$ cat config.mk
export PLATFORM = sky130hd
export DESIGN_NAME = cas_rule
export DESIGN_NICKNAME = d
export VERILOG_FILES = /design/src/hdl/cave_automaton_stencil_3d_assert.svh /design/src/hdl/cas_pkg.sv /design/src/hdl/cas_rule.sv
export SDC_FILE = /design/constraint.sdc
export NUM_CORES = 1
export LEC_CHECK = 0
export BUFFER_PORTS_ARGS = -buffer_cell sky130_fd_sc_hd__buf_2
export CORE_MARGIN = 5
export CORE_UTILIZATION = 47
export DETAILED_ROUTE_END_ITERATION = 8
export GPL_TIMING_DRIVEN = 0
export PLACE_DENSITY = 0.79
export REMOVE_ABC_BUFFERS = 1
export SYNTH_ARGS = -nofsm -noshare
export SYNTH_HDL_FRONTEND = slang
export SYNTH_SLANG_ARGS = --single-unit
$ cat constraint.sdc
create_clock -name clk_i -period 0.8 [get_ports clk_i]
set_input_delay 0.08 -clock clk_i [delete_from_list [all_inputs] [get_ports clk_i]]
set_output_delay 0.08 -clock clk_i [all_outputs]
set_load 0.1 [all_outputs]
$ cat src/hdl/cave_automaton_stencil_3d_assert.svh
// ----------------------------------------------------------------------------
// Cave automaton stencil: assertion macros
// Shared concurrent assertion forms, clocked on the rising edge, reset masked.
// ----------------------------------------------------------------------------
`ifndef CAVE_AUTOMATON_STENCIL_3D_ASSERT_SVH
`define CAVE_AUTOMATON_STENCIL_3D_ASSERT_SVH

// property holds at every edge out of reset
`define CAS_ASSERT(lbl, clk, rst_n, prop, msg) \
  lbl: assert property (@(posedge clk) disable iff (!rst_n) prop) else $error(msg);

// antecedent at one edge implies consequent at the next
`define CAS_ASSERT_NEXT(lbl, clk, rst_n, ante, cons, msg) \
  lbl: assert property (@(posedge clk) disable iff (!rst_n) (ante) |=> (cons)) else $error(msg);

`endif

$ cat src/hdl/cas_pkg.sv
// ----------------------------------------------------------------------------
// Cave automaton stencil: package
// Sizes, register codes, reset values and the stage control word.
// ----------------------------------------------------------------------------
`default_nettype none

package cas_pkg;

  localparam int MAX_WIDTH  = 64;
  localparam int MAX_HEIGHT = 64;
  localparam int MAX_DEPTH  = 64;

  // register field widths
  localparam int DIMW = 7;
  localparam int THRW = 5;
  localparam int CNTW = 5;

  // coordinate and store widths
  localparam int XW    = (MAX_WIDTH > 1) ? $clog2(MAX_WIDTH) : 1;
  localparam int YW    = (MAX_HEIGHT > 1) ? $clog2(MAX_HEIGHT) : 1;
  localparam int ZW    = (MAX_DEPTH > 1) ? $clog2(MAX_DEPTH) : 1;
  localparam int PLANE = MAX_WIDTH * MAX_HEIGHT;
  localparam int PAW   = (PLANE > 1) ? $clog2(PLANE) : 1;
  localparam int RAW   = XW;
  localparam int WHW   = $clog2(PLANE + 1);
  localparam int LAGW  = $clog2(PLANE + MAX_WIDTH + 2);
  localparam int LINW  = $clog2(PLANE * MAX_DEPTH + PLANE + MAX_WIDTH + 2);

  // APB side
  localparam int ADDRW = 5;
  localparam int DATAW = 32;

  // register indexes
  localparam logic [2:0] REG_GRID_WIDTH  = 3'd0;
  localparam logic [2:0] REG_GRID_HEIGHT = 3'd1;
  localparam logic [2:0] REG_GRID_DEPTH  = 3'd2;
  localparam logic [2:0] REG_STAY_MIN    = 3'd3;
  localparam logic [2:0] REG_BECOME_MIN  = 3'd4;

  // reset values
  localparam logic [DIMW-1:0] RST_WIDTH      = 7'd64;
  localparam logic [DIMW-1:0] RST_HEIGHT     = 7'd64;
  localparam logic [DIMW-1:0] RST_DEPTH      = 7'd1;
  localparam logic [THRW-1:0] RST_STAY_MIN   = 5'd4;
  localparam logic [THRW-1:0] RST_BECOME_MIN = 5'd5;

  // cycles for the derived sizes to follow a register write
  localparam logic [1:0] SETTLE = 2'd2;

  // control word carried alongside one shift of the window
  typedef struct packed {
    logic          shift;
    logic          emit;
    logic          last;
    logic [XW-1:0] x;
    logic [YW-1:0] y;
    logic [ZW-1:0] z;
  } stage_t;

  // zero acts as one, oversize acts as the maximum
  function automatic logic [DIMW-1:0] clamp_dim(logic [DIMW-1:0] v, int maxv);
    logic [DIMW-1:0] r;
    if (v == '0) begin
      r = DIMW'(1);
    end else if (int'(v) > maxv) begin
      r = DIMW'(maxv);
    end else begin
      r = v;
    end
    return r;
  endfunction

endpackage

`default_nettype wire

$ cat src/hdl/cas_rule.sv
// ----------------------------------------------------------------------------
// Cave automaton stencil: rule and output register
// Counts wall neighbours of the centre cell and applies the 4-5 style rule.
// ----------------------------------------------------------------------------
`default_nettype none

module cas_rule (
  input  wire logic                     clk_i,
  input  wire logic                     rst_ni,
  input  wire logic                     en_i,
  input  wire cas_pkg::stage_t          ctl_i,
  input  wire logic [2:0][2:0][2:0]     win_i,
  input  wire logic [cas_pkg::DIMW-1:0] w_i,
  input  wire logic [cas_pkg::DIMW-1:0] h_i,
  input  wire logic [cas_pkg::DIMW-1:0] d_i,
  input  wire logic [cas_pkg::THRW-1:0] stay_i,
  input  wire logic [cas_pkg::THRW-1:0] become_i,
  input  wire logic                     ready_i,
  output logic                          valid_o,
  output logic                          next_o,
  output logic                          last_o
);

  logic [26:0] nb;
  logic [cas_pkg::CNTW-1:0] count;
  logic centre, next_c;
  logic wx, wy, wz;
  logic [2:0] lo_x, hi_x, lo_y, hi_y, lo_z, hi_z;
  logic valid_q, next_q, last_q;

  assign wx = (w_i != cas_pkg::DIMW'(1));
  assign wy = (h_i != cas_pkg::DIMW'(1));
  assign wz = (d_i != cas_pkg::DIMW'(1));

  // border flags per axis: index 0 is offset -1, index 2 is offset +1
  always_comb begin
    lo_x = {1'b0, 1'b0, ctl_i.x == '0};
    hi_x = {cas_pkg::DIMW'(ctl_i.x) == w_i - cas_pkg::DIMW'(1), 1'b0, 1'b0};
    lo_y = {1'b0, 1'b0, ctl_i.y == '0};
    hi_y = {cas_pkg::DIMW'(ctl_i.y) == h_i - cas_pkg::DIMW'(1), 1'b0, 1'b0};
    lo_z = {1'b0, 1'b0, ctl_i.z == '0};
    hi_z = {cas_pkg::DIMW'(ctl_i.z) == d_i - cas_pkg::DIMW'(1), 1'b0, 1'b0};
  end

  // neighbour bits: outside counts as wall, single-cell axes add nothing
  always_comb begin
    int ta, tb, tc;
    nb = '0;
    for (int i = 0; i < 3; i++) begin
      for (int j = 0; j < 3; j++) begin
        for (int k = 0; k < 3; k++) begin
          ta = wz ? 2 - i : 0;
          tb = wy ? 2 - j : 0;
          tc = wx ? 2 - k : 0;
          if ((wz || i == 1) && (wy || j == 1) && (wx || k == 1) &&
              !(i == 1 && j == 1 && k == 1)) begin
            if (lo_z[i] || hi_z[i] || lo_y[j] || hi_y[j] || lo_x[k] || hi_x[k]) begin
              nb[i*9 + j*3 + k] = 1'b1;
            end else begin
              nb[i*9 + j*3 + k] = win_i[ta][tb][tc];
            end
          end
        end
      end
    end
  end

  assign count  = cas_pkg::CNTW'($countones(nb));
  assign centre = win_i[wz ? 1 : 0][wy ? 1 : 0][wx ? 1 : 0];
  assign next_c = centre ? (count >= stay_i) : (count >= become_i);

  // output register
  always_ff @(posedge clk_i or negedge rst_ni) begin
    if (!rst_ni) begin
      valid_q <= 1'b0;
    end else if (en_i && ctl_i.emit) begin
      valid_q <= 1'b1;
    end else if (ready_i) begin
      valid_q <= 1'b0;
    end
  end

  always_ff @(posedge clk_i) begin
    if (en_i && ctl_i.emit) begin
      next_q <= next_c;
      last_q <= ctl_i.last;
    end
  end

  assign valid_o = valid_q;
  assign next_o  = next_q;
  assign last_o  = last_q;

endmodule

`default_nettype wire

==> metrics.txt <==
# TYPE chip_impl_metric gauge
chip_impl_metric{name="cts_max_level",unit=""} 1
chip_impl_metric{name="power.leakage",unit="nW"} 1.83
chip_impl_metric{name="grt_start_max_net_pins",unit=""} 14
chip_impl_metric{name="synth_enable_flop_cells",unit=""} 2
chip_impl_metric{name="clock_insertion_delay_worst_skew",unit="ps"} 210
chip_impl_metric{name="vdd_ir_drop_max",unit="µV"} 3130
chip_impl_metric{name="final_hold_viol_count",unit=""} 0
chip_impl_metric{name="max_clock_freq",unit="MHz"} 163
chip_impl_metric{name="cts_made_buffers",unit=""} 3
chip_impl_metric{name="antenna_cells_inserted",unit=""} 0
chip_impl_info{name="failing_checks",value="setup timing"} 1
chip_impl_metric{name="synth_async_sr_flop_share",unit=""} 0.333
chip_impl_metric{name="setup_tns",unit="ps"} -5510
chip_impl_metric{name="final.setup.worst_slack",unit="ps"} -5330
chip_impl_metric{name="dp_slack",unit="ps"} -6040
chip_impl_metric{name="floorplan.die.height",unit="µm"} 82.9
chip_impl_metric{name="synth-seq-cells",unit=""} 3
chip_impl_metric{name="post_route_cells_drive_above_1_share",unit=""} 0.371
chip_impl_metric{name="rr_worst_depth",unit=""} 1
chip_impl_metric{name="cap_violations",unit=""} 0
chip_impl_metric{name="clock-skew-final",unit="ps"} 0
chip_impl_info{name="crit-reg2reg-capture",value="valid_o"} 1
chip_impl_info{name="clock_tree_from_tritoncts",value="built"} 1
chip_impl_metric{name="io-pin-count",unit=""} 86
chip_impl_metric{name="antenna_violations_before_repair",unit=""} 0
chip_impl_metric{name="synth_cell_type_count",unit=""} 47
chip_impl_info{name="outcome",value="finished with violations"} 1
chip_impl_metric{name="detail_route.iter0.violations",unit=""} 270
chip_impl_metric{name="syn_to_final_growth",unit="%"} 41.7
chip_impl_metric{name="global_route.overflow_total",unit=""} 0
chip_impl_metric{name="hpwl",unit="mm"} 5.63
chip_impl_metric{name="yosys_warnings",unit=""} 0
chip_impl_info{name="worst_setup_path_startpoint",value="h_i[0]"} 1
chip_impl_metric{name="period_share",unit=""} 7.66
chip_impl_metric{name="tritoncts_num_sinks",unit=""} 3
chip_impl_metric{name="synthesis.area_per_instance",unit="µm²"} 7.45
chip_impl_metric{name="synthesis.instances",unit=""} 335
chip_impl_metric{name="drt_pre_antenna_iters",unit=""} 5
chip_impl_metric{name="first_global_vias",unit=""} 2904
chip_impl_metric{name="headroom_to_the_max_slew_limit",unit=""} 0.676
chip_impl_metric{name="initial_utilization",unit=""} 0.486
chip_impl_info{name="regToRegStartpoint",value="valid_o"} 1
chip_impl_metric{name="wire_length_of_the_first_global_routing_pass",unit="mm"} 12.7
chip_impl_info{name="synthFlopType",value="edfxtp_1"} 1
chip_impl_metric{name="max-clock-path-buffers",unit=""} 2
chip_impl_metric{name="cp_data_arrival_time",unit="ps"} 6080
chip_impl_metric{name="routabilityCongestion",unit=""} 0.978
chip_impl_metric{name="num_rows",unit=""} 26
chip_impl_metric{name="path_max_fanout",unit=""} 6
chip_impl_info{name="grt_setup_unrepaired",value="yes"} 1
chip_impl_info{name="worst-setup-path-type",value="in -> reg"} 1
chip_impl_info{name="cts.root.buffer_cell",value="clkbuf_8"} 1
chip_impl_metric{name="slew_limit_fails",unit=""} 0
chip_impl_metric{name="post_detailed_route_wirelength_per_cell",unit="µm"} 14.9
chip_impl_info{name="worst_setup_ep",value="next_o"} 1
chip_impl_metric{name="final_net_count",unit=""} 580
chip_impl_metric{name="p_per_area",unit="nW/µm²"} 3100
chip_impl_metric{name="remaining_drc_errors",unit=""} 0
chip_impl_info{name="worst_hold_path_type",value="in -> reg"} 1
chip_impl_metric{name="design.core.area",unit="µm²"} 5140
chip_impl_metric{name="worst_slew_pin_slew",unit="ps"} 481
chip_impl_metric{name="final_period_minus_worst_setup_slack",unit="ps"} 6130
chip_impl_metric{name="finalSetupViolations",unit=""} 4
chip_impl_info{name="min_from",value="ctl_i[18]"} 1
chip_impl_metric{name="clk_transition_reported_paths",unit="ps"} 30
chip_impl_metric{name="placement.io_buffers",unit=""} 84
chip_impl_metric{name="routed_wirelength",unit="mm"} 7.61
chip_impl_metric{name="width_of_the_chip",unit="µm"} 82.9
chip_impl_metric{name="synth.yosys.seq_area_share",unit=""} 0.0341
chip_impl_metric{name="total_vias_in_the_final_route",unit=""} 2871
chip_impl_metric{name="worst-r2r-setup-slack",unit="ps"} 100
chip_impl_metric{name="via_per_inst",unit=""} 5.61
chip_impl_info{name="timing.critical_path.mode_cell",value="fa_1"} 1
chip_impl_metric{name="post_route_ant_nets",unit=""} 0
chip_impl_info{name="critPathCaptureType",value="flip-flop"} 1
chip_impl_info{name="cp-start-kind",value="input pin"} 1
chip_impl_metric{name="post_synthesis_cell_area",unit="µm²"} 2500
chip_impl_info{name="crit_path_top_delay_cell",value="fa_2"} 1
chip_impl_metric{name="cp_data_required_time",unit="ps"} 750
chip_impl_metric{name="cpPeakStageDelay",unit="ps"} 580
chip_impl_metric{name="track_usage",unit=""} 0.213
chip_impl_metric{name="floorplan.die_area",unit="µm²"} 6870
-- report_power, final --
group | switching (W) | internal, W
clock | 0.0000920 | 0.000339
sequential | 0.0000165 | 0.000287
combinational | 0.00513 | 0.00511
total | 0.00524 | 0.00574
-- sequential cells by signal, indices dropped and copies added (netlist names) --
name / flops
last_o: 1
next_o: 1
valid_o: 1
-- per-layer routing --
layer	up-vias	wire length (µm)	global-route usage
li1	1376	-	-
met1	1331	2940	0.268
met2	139	3890	0.382
met3	25	597	0.0277
met4	0	180	0.0535
met5	-	0	0
-- cells by family (layout without fill, tap and decap cells) --
group / after synthesis / count (layout) / share of synthesized area
simple gates: 121 / 121 / 0.231
mux: 15 / 15 / 0.0601
fa+ha+maj: 54 / 54 / 0.331
xor+xnor: 25 / 25 / 0.0877
flops: 3 / 3 / 0.0341
compound gates: 66 / 66 / 0.173
buf+inv: 51 / 158 / 0.0837
-- through the flow --
step / hold WS, ps / instance area, µm² / instances / util / power, W
2_1_floorplan: -216 / 2450 / 327 / - / 0.00825
3_3_place_gp: -145 / 2960 / 481 / 0.575 / 0.00912
3_5_place_dp: -145 / 2960 / 481 / 0.575 / 0.00960
4_1_cts: 39.4 / 3390 / 505 / 0.659 / 0.0106
5_1_grt: 35.8 / 3540 / 512 / 0.689 / 0.0118
6_report: 43.8 / 3540 / 512 / 0.689 / 0.0110
-- cells in the final DEF (no fill, tap or decap), types with 11 or more instances in the layout --
cell type	count
a31oi_1	11
xor2_1	11
buf_4	25
mux2i_1	14
xnor2_1	13
buf_2	76
fa_1	18
nor2_1	26
a21oi_1	12
ha_1	28
inv_1	35
nand2_1	45
-- layout make-up --
class                      count  area [µm²]
inverter                      43         164
multi-input combinational    281        2460
tap                           70        87.6
timing repair buffer         111         701
fill                         428        1600
sequential                     3        85.1
clock buffer                   4        45.0
-- worst min path at each step --
stage	endpoint	slack, ps	cells past startpoint
after floorplan	valid_o	-220	0
after global placement	valid_o	-140	1
after detailed placement	valid_o	-140	1
after CTS	last_o	40	1
after global routing	last_o	40	1
final	last_o	40	1
-- critical path, delay by kind of cell --
kind                       cells  cell delay [ps]
AOI/OAI and AO/OA              7             1180
xor gates and xnor gates       1              170
adders and majority gates     10             3770
buffers and inverters          5              470
muxes                          2              340
and+or+nand+nor                1               60
-- cells in the mapped netlist, drive strengths merged (2+ instances only) --
master	n	area [µm²]
nor2	28	105
nor4	4	25.0
nor3b	3	22.5
or4	2	15.0
nand3	11	60.1
inv	43	161
o21ai	7	35.0
nand2b	3	18.8
ha	34	425
nor3	6	30.0
o31ai	3	22.5
edfxtp	2	60.1
nand3b	2	15.0
xor2	11	96.3
buf	4	32.5
and3	7	43.8
a21oi	18	90.1
xnor2	14	123
a31oi	17	106
and2	3	21.3
mux2i	15	150
nand2	45	169
nand4	2	12.5
a21o	10	76.3
clkbuf	4	15.0
fa	20	400
-- repair_timing --
| action | in CTS | in global routing |
|---|---|---|
| gates resized for setup | 60 | 19 |
| pin swaps | 37 | 18 |
| endpoints found under the hold margin | 1 | 0 |
| hold buffers | 1 | 0 |
| endpoints found under the setup margin | 4 | 4 |
| gates cloned | 0 | 0 |
| setup buffers | 19 | 7 |
Power figures use the tool's default switching activity.
